`config.mk`:
```
export PLATFORM = sky130hd
export DESIGN_NAME = websocket_inbound_deframer_core
export DESIGN_NICKNAME = d
export VERILOG_FILES = /design/src/rtl/wsdf_pkg.sv /design/src/rtl/websocket_inbound_deframer_core.sv
export SDC_FILE = /design/constraint.sdc
export NUM_CORES = 1
export LEC_CHECK = 0
export BUFFER_PORTS_ARGS = -buffer_cell sky130_fd_sc_hd__buf_2
export CAP_MARGIN = 15
export CORE_MARGIN = 4
export CORE_UTILIZATION = 56
export CTS_CLUSTER_SIZE = 20
export DETAILED_ROUTE_END_ITERATION = 6
export PLACE_DENSITY = 0.76
export SLEW_MARGIN = 40
export SYNTH_ARGS = -nofsm -noshare
export SYNTH_HDL_FRONTEND = slang
export SYNTH_SLANG_ARGS = --single-unit
export TNS_END_PERCENT = 10
```
`constraint.sdc`:
```
create_clock -name i_clk -period 2.26 [get_ports i_clk]
set_input_delay 0.452 -clock i_clk [delete_from_list [all_inputs] [get_ports i_clk]]
set_output_delay 0.452 -clock i_clk [all_outputs]
set_load 0.02 [all_outputs]
```
`src/rtl/wsdf_pkg.sv`:
```
// Shared constants for the inbound deframer: length width, result kinds, header codes.
package wsdf_pkg;

    // Width of the payload length counter
    localparam int LENGTH_BITS = 64;

    // Result kinds
    localparam logic [1:0] KIND_DATA  = 2'd0;
    localparam logic [1:0] KIND_PONG  = 2'd1;
    localparam logic [1:0] KIND_ERROR = 2'd2;

    // Header byte fields and codes
    localparam logic [7:0] MASK_BIT      = 8'h80;
    localparam logic [6:0] LEN_EXT16     = 7'd126;
    localparam logic [6:0] LEN_EXT64     = 7'd127;
    localparam logic [6:0] OP_LAST_DATA  = 7'd2;
    localparam logic [6:0] OP_PING       = 7'd9;

    // Header byte counts: last index of each multi-byte header field
    localparam logic [2:0] EXT16_LAST_IDX = 3'd1;
    localparam logic [2:0] EXT64_LAST_IDX = 3'd7;
    localparam logic [2:0] MASK_LAST_IDX  = 3'd3;

endpackage

```
`src/rtl/websocket_inbound_deframer_core.sv`:
```
// Inbound frame parser: removes the header and unmasks payload of client frames.
//
// Usage: raw stream bytes enter on the input channel (i_valid / o_ready,
// byte on i_in_byte), one byte per transfer. Results leave on the output
// channel (o_valid / i_ready) as o_out_kind, o_out_byte and o_out_last:
// unmasked data payload bytes with the frame's final byte marked last,
// one pong request on the opcode byte of a ping, and one error result on
// a length byte whose mask bit is clear (parsing then restarts at an
// opcode byte). Header bytes and bytes of other control frames give no
// result.
// A byte taken on the input channel is held in the input register until the
// result register is free or being taken.
// Throughput: one byte per cycle while the receiver takes results; each byte
// passes through an input register and one state update into the result register.
// When the receiver stalls, the result register holds and the input
// register fills; o_ready drops only when both hold an item, and rises
// again in the cycle the receiver takes the result.
// Reset (synchronous, active low) empties both registers and returns the
// parser to waiting for an opcode byte.
module websocket_inbound_deframer_core
    import wsdf_pkg::*;
(
    input  logic       i_clk,
    input  logic       i_rst_n,
    input  logic       i_valid,
    output logic       o_ready,
    input  logic [7:0] i_in_byte,
    output logic       o_valid,
    input  logic       i_ready,
    output logic [1:0] o_out_kind,
    output logic [7:0] o_out_byte,
    output logic       o_out_last
);

    typedef enum logic [2:0] {
        PH_OPCODE  = 3'd0,
        PH_LEN     = 3'd1,
        PH_EXT16   = 3'd2,
        PH_EXT64   = 3'd3,
        PH_MASK    = 3'd4,
        PH_PAYLOAD = 3'd5
    } t_phase;

    localparam int LB = LENGTH_BITS;

    // Input register
    logic       r_in_vld;
    logic [7:0] r_in_byte;

    // Parser state
    t_phase          r_phase, n_phase;
    logic [2:0]      r_hcnt, n_hcnt;
    logic [LB-1:0]   r_rem, n_rem;
    logic [31:0]     r_key, n_key;
    logic [1:0]      r_mpos, n_mpos;
    logic            r_is_data, n_is_data;

    // Result register
    logic       r_out_vld;
    logic [1:0] r_out_kind;
    logic [7:0] r_out_byte;
    logic       r_out_last;

    logic       n_emit;
    logic [1:0] n_kind;
    logic [7:0] n_byte;
    logic       n_last;

    logic       w_adv;
    logic [6:0] w_low7;
    logic [7:0] w_key_byte;

    // Advance the input item when the result register is free or being taken
    assign w_adv   = r_in_vld && (!r_out_vld || i_ready);
    assign o_ready = !r_in_vld || w_adv;

    assign w_low7 = r_in_byte[6:0];

    // Select the mask key byte for the current payload position
    always_comb begin
        case (r_mpos)
            2'd0:    w_key_byte = r_key[31:24];
            2'd1:    w_key_byte = r_key[23:16];
            2'd2:    w_key_byte = r_key[15:8];
            default: w_key_byte = r_key[7:0];
        endcase
    end

    // Parse one byte
    always_comb begin
        n_phase   = r_phase;
        n_hcnt    = r_hcnt;
        n_rem     = r_rem;
        n_key     = r_key;
        n_mpos    = r_mpos;
        n_is_data = r_is_data;
        n_emit    = 1'b0;
        n_kind    = KIND_DATA;
        n_byte    = 8'd0;
        n_last    = 1'b0;
        case (r_phase)
            PH_LEN: begin
                n_hcnt = 3'd0;
                if ((r_in_byte & MASK_BIT) == 8'd0) begin
                    n_emit  = 1'b1;
                    n_kind  = KIND_ERROR;
                    n_phase = PH_OPCODE;
                end else if (w_low7 == LEN_EXT16) begin
                    n_rem   = '0;
                    n_phase = PH_EXT16;
                end else if (w_low7 == LEN_EXT64) begin
                    n_rem   = '0;
                    n_phase = PH_EXT64;
                end else begin
                    n_rem   = LB'(w_low7);
                    n_phase = PH_MASK;
                end
            end
            PH_EXT16, PH_EXT64: begin
                n_rem = {r_rem[LB-9:0], r_in_byte};
                if ((r_phase == PH_EXT16 && r_hcnt >= EXT16_LAST_IDX) ||
                    (r_phase == PH_EXT64 && r_hcnt >= EXT64_LAST_IDX)) begin
                    n_hcnt  = 3'd0;
                    n_phase = PH_MASK;
                end else begin
                    n_hcnt = r_hcnt + 3'd1;
                end
            end
            PH_MASK: begin
                n_key = {r_key[23:0], r_in_byte};
                if (r_hcnt >= MASK_LAST_IDX) begin
                    n_hcnt  = 3'd0;
                    n_mpos  = 2'd0;
                    n_phase = (r_rem != '0) ? PH_PAYLOAD : PH_OPCODE;
                end else begin
                    n_hcnt = r_hcnt + 3'd1;
                end
            end
            PH_PAYLOAD: begin
                if (r_is_data) begin
                    n_emit = 1'b1;
                    n_kind = KIND_DATA;
                    n_byte = r_in_byte ^ w_key_byte;
                    n_last = (r_rem == LB'(1));
                end
                n_mpos = r_mpos + 2'd1;
                if (r_rem != '0) begin
                    n_rem = r_rem - LB'(1);
                end
                if (r_rem == '0 || r_rem == LB'(1)) begin
                    n_phase = PH_OPCODE;
                end
            end
            default: begin
                n_is_data = (w_low7 <= OP_LAST_DATA);
                n_hcnt    = 3'd0;
                n_phase   = PH_LEN;
                if (w_low7 == OP_PING) begin
                    n_emit = 1'b1;
                    n_kind = KIND_PONG;
                end
            end
        endcase
    end

    // Hold the input item until it advances
    always_ff @(posedge i_clk) begin
        if (!i_rst_n) begin
            r_in_vld <= 1'b0;
        end else if (i_valid && o_ready) begin
            r_in_vld <= 1'b1;
        end else if (w_adv) begin
            r_in_vld <= 1'b0;
        end
        if (i_valid && o_ready) begin
            r_in_byte <= i_in_byte;
        end
    end

    // Update parser state on each advanced byte
    always_ff @(posedge i_clk) begin
        if (!i_rst_n) begin
            r_phase   <= PH_OPCODE;
            r_hcnt    <= 3'd0;
            r_rem     <= '0;
            r_key     <= '0;
            r_mpos    <= 2'd0;
            r_is_data <= 1'b0;
        end else if (w_adv) begin
            r_phase   <= n_phase;
            r_hcnt    <= n_hcnt;
            r_rem     <= n_rem;
            r_key     <= n_key;
            r_mpos    <= n_mpos;
            r_is_data <= n_is_data;
        end
    end

    // Load or drain the result register
    always_ff @(posedge i_clk) begin
        if (!i_rst_n) begin
            r_out_vld <= 1'b0;
        end else if (w_adv) begin
            r_out_vld <= n_emit;
        end else if (i_ready) begin
            r_out_vld <= 1'b0;
        end
        if (w_adv && n_emit) begin
            r_out_kind <= n_kind;
            r_out_byte <= n_byte;
            r_out_last <= n_last;
        end
    end

    assign o_valid    = r_out_vld;
    assign o_out_kind = r_out_kind;
    assign o_out_byte = r_out_byte;
    assign o_out_last = r_out_last;

endmodule

```
==> results of run 1 <==
sequential cells by signal, summed over array words and instances, names as in the netlist:
name,count
o_valid,1
r_hcnt,3
r_in_vld,1
r_phase,3
r_mpos,2
r_key,32
o_out_last,1
o_out_kind,2
r_is_data,1
r_rem,64
r_in_byte,8
o_out_byte,8
layout make-up:
| class | count | area (um2) | area share, % |
|---|---|---|---|
| tap | 168 | 210 | 2.32 |
| multi-input combinational | 692 | 4210 | 46.5 |
| clock inverter | 12 | 159 | 1.75 |
| inverter | 15 | 56.3 | 0.621 |
| sequential | 126 | 2720 | 29.9 |
| clock buffer | 20 | 447 | 4.92 |
| timing repair buffer | 152 | 1270 | 14.0 |
cells in the mapped netlist (6+ instances only):
cell      instances
a21oi_1          96
a222oi_1          8
a22oi_1          19
a31oi_1          11
a32o_1            9
a32oi_1           7
buf_2            13
clkbuf_1         49
dfxtp_1         107
edfxtp_1         19
ha_1             13
inv_1            14
nand2_1         151
nand3_1          18
nand4_1          14
nor2_1           75
nor3_1           36
nor4_1           15
o211ai_1          9
o21ai_0          62
o22ai_1           6
o31a_1            6
o31ai_1           7
o32ai_1           8
or3_1            16
or4_1             6
xnor2_1          13
cells by family (layout without fill, tap and decap cells):
group	Yosys count	count (layout)
buffers and inverters	85	199
flip-flops	126	126
XOR/XNOR	17	17
adder cells (fa/ha/maj)	13	13
AO/OA/AOI/OAI	282	282
AND/OR/NAND/NOR	379	379
multiplexers	1	1
layout by cell type (no fill, tap or decap), types with 10 or more instances in the layout:
master / n
nand2_1: 150
xnor2_1: 13
ha_1: 12
dfxtp_1: 105
or3_1: 13
nand3_1: 17
clkbuf_16: 21
buf_4: 113
edfxtp_1: 19
a21oi_1: 93
a31oi_1: 11
o21ai_0: 47
nand4_1: 14
o21ai_1: 12
nor2_1: 74
nor4_1: 10
nor3_1: 33
a22oi_1: 19
inv_1: 14
buf_2: 24
per-layer routing:
| metal | part of all wire [%] | track usage [%] |
|---|---|---|
| met1 | 40 | 42.5 |
| met2 | 46 | 48.2 |
| met3 | 11 | 5.29 |
| met4 | 3.0 | 10.1 |
| met5 | 0 | 0 |
worst paths after layout:
| kind | start | endpoint | slack [ps] | cells after the start |
|---|---|---|---|---|
| worst min register to register | r_key[30] | r_key[30] | 470 | 2 |
| worst max register to register | r_rem[11] | r_rem[10] | -90 | 10 |
| worst max-delay path | r_rem[11] | r_rem[10] | -90 | 10 |
| worst min-delay path | i_in_byte[5] | r_in_byte[5] | 200 | 1 |
power by group through the flow:
| stage | logic, mW | registers, mW | clock network, mW |
|---|---|---|---|
| after floorplan | 0.148 | 2.36 | 0 |
| after global placement | 0.251 | 2.36 | 0 |
| after detailed placement | 0.255 | 2.36 | 0 |
| after CTS | 0.259 | 2.32 | 2.83 |
| after global routing | 0.290 | 2.32 | 2.95 |
| final | 0.271 | 2.32 | 2.83 |
worst max-delay path, delay by kind of cell, from the launching register on:
kind            cells  cell delay [ps]
compound gates      3              460
buf+inv             4              610
flops               1              320
simple gates        3              880
stage by stage:
step	power, mW	hold WS [ps]
final	5.42	201
after CTS	5.41	194
after detailed placement	2.62	453
after global routing	5.56	194
after floorplan	2.51	436
after global placement	2.61	441
timing repair:
item / 4_1_cts / 5_1_grt
setup buffers: 0 / 2
gates cloned: 0 / 4
resized for setup: 18 / 41
pin swaps: 13 / 32
endpoints found under the setup margin: 61 / 70
==> results.toml, run 1 <==
[outcome]
status = "finished with violations"
failed_checks = "negative setup slack"

[placement]
gp_congestion = 0.947
pre_cts_ws_ps = -149
io_buffers = 24
place_hpwl_mm = 14.4
dp.cells = 1147
dpl-instance-area_mm2 = 0.00813

[synth]
synthXorXnorAreaFrac_pct = 2.10
synth_nets = 928
synth_area_leaders = "dfxtp_1 (30%), edfxtp_1 (8.1%), nand2_1 (8.0%), a21oi_1 (6.8%), o21ai_0 (4.4%)"
synthSimpleGateAreaFrac_pct = 26.5
synth_cells = 903
yosysTopAreaCellShare_pct = 30.3
yosysTopAreaCell = "dfxtp_1"
synth_area_mm2 = 0.00708
synth_top_family_by_area = "simple AND/OR/NAND/NOR gates"
syn_avg_cell_area_um2 = 7.84
synth_compound_area_share_pct = 25.6
yosysWarningCount = 0
synth_mux_area_share_pct = 0.141
ys.flop_type = "dfxtp_1"
synth_edf_count = 19
async_flop_share_pct = 0
synthAdderAreaFrac_pct = 2.30
synth_cell_type_count = 77
ys_seq_area_share_pct = 38.3
synth_seq_cells = 126

[finish]
utilization_pct = 74.3
n_fill_cell = 898
drive_above_1_share_pct = 23.9
fin_nets = 1029
fin_cells = 1185
syn_to_final_growth_pct = 28.2
diodes = 0
fin_area_mm2 = 0.00907

[pwr]
pwr-share-comb_pct = 5.0
p_leak_nw = 3.53
switching_share_pct = 23.2
p_switching_mw = 1.26
internal_power_mw = 4.17
vdd_drop_max_uv = 475
pwr_density_cell_mw_per_mm2 = 598
seqPwrFrac_pct = 42.7
clkPwrFrac_pct = 52.3

[global_routing]
grt_util_all_layers_pct = 30.5
antenna_found_initial = 0
grt_max_degree = 63
grt-ovfl-total = 0
grt_pass1_vias = 7068
grt_pass1_wl_mm = 36.1

[routing]
viasPerCell = 6.61
wire_per_inst_um = 19.6
drt_wl_total_mm = 23.2
drt_iter0_drc = 1249
firstDrtPassIters = 7
drcViolationCount = 0
ant_nets = 0
vias = 7827

[clock_network]
cts_tree = "done"
htreeDepth = 4
cts-buffers-inserted = 17
root_buffer = "clkbuf_16"
clk_pin_slew_ps = 60
holdBufCountCts = 0
clockBufferDepth = 2
clkLatencyLatePin_ps = 430
clock_sinks = 126

[floorplanning]
io_pins = 25
die_area_mm2 = 0.0145
die-height_um = 120
start_util_pct = 58.0
die_w_um = 120
core-area_mm2 = 0.0122
row_count = 40

[setup_path]
cp.required_ps = 2600
crit_arrival_ps = 2690
worst_path_max_delay_cell = "or4_4"
slowest_delay_ps = 560
endpoint_kind = "register"
path_max_fanout = 6
startpoint_type = "register"
crit_chain = "or4_4, nor4b_4, buf_4, nand4_1, buf_4, o21ai_4, buf_12, buf_12, o21ai_0, a21oi_1"
worst-setup-path-type = "reg -> reg"

[sta]
fin_tns_setup_ps = -1370
fin_skew_ps = 6.54
period_minus_slack_ps = 2350
tightest_slew_ps = 744
fmax_mhz = 426
finalSetupViolations = 41
rsz0062_at_grt = "yes"
max_slew_margin_pct = 50.3
setup_slack_ps = -86.1
fin_crit_sh_pct = 104
hold_violations = 0
finalMaxSlewViolations = 0

[worst_hold_path]
hold_class = "in -> reg"

[run]
drv_cap = 0
No activity file was read; power rests on OpenSTA's default activity.
==> run 2, diff against run 1 <==
Settings changed: CELL_PAD_IN_SITES_DETAIL_PLACEMENT set to 0, CELL_PAD_IN_SITES_GLOBAL_PLACEMENT set to 1, CORE_UTILIZATION 56 to 42, PLACE_DENSITY 0.76 to unset, PLACE_DENSITY_LB_ADDON set to 0.1.
==> run 2 against run 1 <==
  * The flow still finishes with violations (negative setup slack)
  * Clock power up 1%
  * Final cell count up 6.8%
  * Via count down 3.9%
  * Maximum frequency down 1.4%
  * Worst hold slack worse by 0.85 ps
  * Routed wire length up 1.5%
==> results.toml, run 2 (synthesized netlist as in run 1, its figures left out) <==
[sta]
tightest_slew_ps = 670
max_slew_margin_pct = 55.2
rsz0062_at_grt = "yes"
fin_crit_sh_pct = 105
finalMaxSlewViolations = 0
finalSetupViolations = 50
fmax_mhz = 420
hold_violations = 0
period_minus_slack_ps = 2380
fin_skew_ps = 11.7
setup_slack_ps = -119

[finish]
fin_nets = 1059
syn_to_final_growth_pct = 32.9
final_cell_mix = "nand2_1 (149), buf_4 (136), dfxtp_1 (106)"
fin_area_mm2 = 0.00941
n_fill_cell = 1512
fin_cells = 1265
reg.largest.list = "r_rem x64, r_key x32"
final_common_cell = "nand2_1"
regMostFlops = "r_rem"
multi_input_area_mm2 = 0.00418
largest_reg_flops = 64
drive_above_1_share_pct = 25.0
seq_area_mm2 = 0.00271
diodes = 0

[global_routing]
grt_max_degree = 62
grt_pass1_vias = 6944
antenna_found_initial = 0
grt-ovfl-total = 0
grt_util_all_layers_pct = 24.8
grt_pass1_wl_mm = 36.9

[pwr]
internal_power_mw = 4.27
switching_share_pct = 22.0
p_switching_mw = 1.21
pwr-share-comb_pct = 5.1
vdd_drop_max_uv = 536
pwr_density_cell_mw_per_mm2 = 582
p_leak_nw = 3.71
clkPwrFrac_pct = 52.5
seqPwrFrac_pct = 42.4

[placement]
dp.cells = 1214
dpl-instance-area_mm2 = 0.00837
gp_congestion = 0.887
io_buffers = 24
place_hpwl_mm = 15.7
pre_cts_ws_ps = -126

[clock_network]
cts_tree = "done"
clk_pin_slew_ps = 60
clock_sinks = 126
clkLatencyLatePin_ps = 420
htreeDepth = 4
holdBufCountCts = 0
clockBufferDepth = 2
root_buffer = "clkbuf_16"
cts-buffers-inserted = 17

[routing]
vias = 7525
wire_per_inst_um = 18.6
drcViolationCount = 0
firstDrtPassIters = 7
drt_iter0_drc = 728
viasPerCell = 5.95
ant_nets = 0
drt_wl_total_mm = 23.5

[floorplanning]
die-height_um = 138
core-area_mm2 = 0.0165
io_pins = 25
start_util_pct = 42.8
die_area_mm2 = 0.0190
row_count = 47
die_w_um = 138

[setup_path]
reg2regPathDepth = 12
endpoint_kind = "register"
worst-setup-path-type = "reg -> reg"
startpoint_type = "register"
crit_arrival_ps = 2740
reg2reg_to = "r_rem[22]"
reg2reg_slack_ps = -120
path_max_fanout = 6
reg2reg_from = "r_rem[10]"
cp.required_ps = 2620

[run]
drv_cap = 0

[outcome]
failed_checks = "negative setup slack"
status = "finished with violations"

[worst_hold_path]
min_to = "r_in_byte[7]"
hold_start = "i_in_byte[7]"
hold_depth = 1
hold_class = "in -> reg"
[run 2: changes by cell type in the layout (fill, tap and decap cells not counted), moves of 4 or more]
cell | previous run | this run
nor4_2 | 8 | 2
buf_12 | 8 | 14
o21ai_1 | 12 | 6
nor3_1 | 33 | 29
nor4_1 | 10 | 14
o21ai_0 | 47 | 57
clkbuf_8 | 1 | 5
buf_4 | 113 | 136
[run 2: through the flow]
step	power [mW]	utilization, %	setup TNS, ps	hold WS (ps)
6_report	5.47	56.9	-2660	200
5_1_grt	5.64	56.9	-9650	196
4_1_cts	5.50	55.1	-3040	191
3_5_place_dp	2.64	50.7	-3120	449
3_3_place_gp	2.64	50.7	-2390	442
2_1_floorplan	2.51	-	-321	436
[run 2: power groups by stage]
stage	clock network, mW	logic (mW)	registers (mW)
detailed placement	0	0.270	2.37
CTS	2.91	0.272	2.32
global route	3.01	0.305	2.32
finish	2.87	0.281	2.32
global placement	0	0.268	2.37
floorplan	0	0.148	2.36
[run 2: layer usage]
| layer | track usage, % | share of wire, % | up-vias |
|---|---|---|---|
| met2 | 37.4 | 45 | 299 |
| li1 | - | - | 3597 |
| met4 | 7.14 | 1.2 | 0 |
| met1 | 36.0 | 46 | 3606 |
| met5 | 0 | 0 | - |
| met3 | 4.60 | 7.4 | 23 |
[run 2: worst max path at each step]
stage                    from        end  slack [ps]  cells past startpoint
detailed placement   r_rem[8]   r_rem[0]        -130                      9
global route        r_rem[10]  r_rem[22]        -220                     12
global placement     r_rem[8]   r_rem[0]        -110                      9
floorplan            r_rem[8]  r_rem[52]         -50                      9
CTS                  r_rem[8]  r_rem[29]        -110                     10
finish              r_rem[10]  r_rem[22]        -120                     12
[run 2: cell type report]
class / instances / share of cell area (%)
Clock inverter: 6 / 1.14
Inverter: 15 / 0.598
Clock buffer: 24 / 5.33
Tap cell: 220 / 2.93
Timing Repair Buffer: 182 / 16.7
Multi-Input combinational cell: 692 / 44.4
Sequential cell: 126 / 28.8
[run 2: repair_timing]
action	4_1_cts	5_1_grt
pin swaps	3	28
gates cloned	2	2
setup buffers	2	15
gates resized for setup	6	35
setup endpoints to repair	61	80
[run 2: critical path, stage by stage (launching register included)]
cell and delay [ps]:
dfxtp_2 320, or4_4 560, nor4b_4 230, buf_4 150, nand4_1 110, buf_4 170
o21ai_4 160, buf_12 150, buf_12 100, buf_16 110, buf_6 90, a21oi_2 20
o21ai_1 120
==> run 3, diff against run 2 <==
Settings changed: BUFFER_PORTS_ARGS -buffer_cell sky130_fd_sc_hd__buf_2 to -buffer_cell sky130_fd_sc_hd__buf_4.
==> run 3 against run 2 <==
  * Design area decreased by 2.2%
  * Non-clock buffer count down 22
  * Register-to-register slack better by 40 ps
  * Core utilization fell by 1.3 points
  * Clock power shrank 5%
  * Worst hold slack better by 3.2 ps
  * Flip-flop and latch count stayed put
  * Global-route usage grew 0.39 points
  * Via count fell by 0.32%
  * Critical path type unchanged
  * The run still ends with negative setup slack left
  * Largest cell class unchanged
  * Combinational power is essentially flat
==> results.toml, run 3 (synthesized netlist as in run 1, its figures left out) <==
[floorplanning]
core-area_mm2 = 0.0165
die_area_mm2 = 0.0190
die_w_um = 138
start_util_pct = 42.8
die-height_um = 138
io_pins = 25
row_count = 47

[global_routing]
grt_pass1_vias = 6961
grt_max_degree = 63
grt_pass1_wl_mm = 37.6
grt_util_all_layers_pct = 25.2
antenna_found_initial = 0
grt-ovfl-total = 0

[finish]
fin_cells = 1245
n_fill_cell = 1561
final_common_cell = "nand2_1"
final_cell_mix = "nand2_1 (148), buf_4 (145), dfxtp_1 (103)"
fin_nets = 1037
fin_area_mm2 = 0.00920
syn_to_final_growth_pct = 30.0
regMostFlops = "r_rem"
diodes = 0
drive_above_1_share_pct = 24.9
seq_area_mm2 = 0.00272
multi_input_area_mm2 = 0.00421
reg.largest.list = "r_rem x64, r_key x32"
largest_reg_flops = 64

[clock_network]
htreeDepth = 4
clk_pin_slew_ps = 60
clock_sinks = 126
cts_tree = "done"
holdBufCountCts = 0
cts-buffers-inserted = 17
clockBufferDepth = 2
clkLatencyLatePin_ps = 420
root_buffer = "clkbuf_16"

[sta]
finalSetupViolations = 7
setup_slack_ps = -74.9
max_slew_margin_pct = 62.5
rsz0062_at_grt = "yes"
period_minus_slack_ps = 2330
fmax_mhz = 428
fin_skew_ps = 7.37
hold_slack_ps = 204
fin_tns_setup_ps = -227
tightest_slew_ps = 558
fin_crit_sh_pct = 103
finalMaxSlewViolations = 0
hold_violations = 0

[placement]
dpl-instance-area_mm2 = 0.00833
place_hpwl_mm = 16.1
pre_cts_ws_ps = -156
io_buffers = 24
dp.cells = 1207
gp_congestion = 0.891

[pwr]
clkPwrFrac_pct = 51.3
p_leak_nw = 3.56
seqPwrFrac_pct = 43.4
switching_share_pct = 24.3
internal_power_mw = 4.05
pwr-share-comb_pct = 5.3
p_switching_mw = 1.30
pwr_density_cell_mw_per_mm2 = 581
vdd_drop_max_uv = 522

[setup_path]
worst-setup-path-type = "reg -> reg"
endpoint_kind = "register"
startpoint_type = "register"
path_max_fanout = 5
crit_arrival_ps = 2640
cp.required_ps = 2560

[routing]
firstDrtPassIters = 6
wire_per_inst_um = 18.8
drcViolationCount = 0
ant_nets = 0
vias = 7501
drt_iter0_drc = 816
viasPerCell = 6.02
drt_wl_total_mm = 23.4

[worst_hold_path]
hold_class = "in -> reg"

[run]
drv_cap = 0

[outcome]
status = "finished with violations"
failed_checks = "negative setup slack"
## run 3: metrics by stage
stage,power (mW),utilization [%]
2_1_floorplan,2.51,-
3_3_place_gp,2.64,50.4
3_5_place_dp,2.64,50.4
4_1_cts,5.39,54.8
5_1_grt,5.52,55.7
6_report,5.35,55.7
## run 3: final cells by class
class | count | share of cell area, %
Multi-Input combinational cell | 692 | 45.8
Clock buffer | 18 | 4.67
Sequential cell | 126 | 29.5
Timing Repair Buffer | 160 | 14.7
Tap cell | 220 | 2.99
Clock inverter | 14 | 1.67
Inverter | 15 | 0.612
## run 3: worst paths after layout
kind                     start            to  slack, ps  depth (start not counted)
hold / removal    i_in_byte[6]  r_in_byte[6]        200                          1
setup / recovery     r_rem[11]     r_rem[58]        -70                          8
setup reg to reg     r_rem[11]     r_rem[58]        -70                          8
hold reg to reg      r_key[29]     r_key[29]        460                          2
## run 3: power by group through the flow
stage | clock [mW] | sequential, mW | combinational [mW]
floorplan | 0 | 2.36 | 0.148
global placement | 0 | 2.37 | 0.272
detailed placement | 0 | 2.37 | 0.273
CTS | 2.79 | 2.32 | 0.276
global route | 2.90 | 2.32 | 0.305
finish | 2.74 | 2.32 | 0.283
## run 3: timing repair
action / in CTS / in global routing
setup endpoints to repair: 65 / 69
pin swaps: 15 / 19
gates cloned: 1 / 1
setup buffers: 4 / 1
gates resized for setup: 24 / 41
## run 3: critical path, stage by stage (launching register included)
cell	delay, ps
dfxtp_2	320
or4_4	570
or3_4	410
nor4_4	260
buf_6	180
buf_4	110
nand4b_1	130
a21oi_2	150
o22ai_1	80
## run 3: metal layers
metal | wire [um] | global-route usage, % | up-vias
met5 | 0 | 0 | -
met4 | 350 | 7.30 | 0
met3 | 1420 | 3.54 | 29
met2 | 10600 | 38.0 | 276
met1 | 11000 | 37.3 | 3639
li1 | - | - | 3557
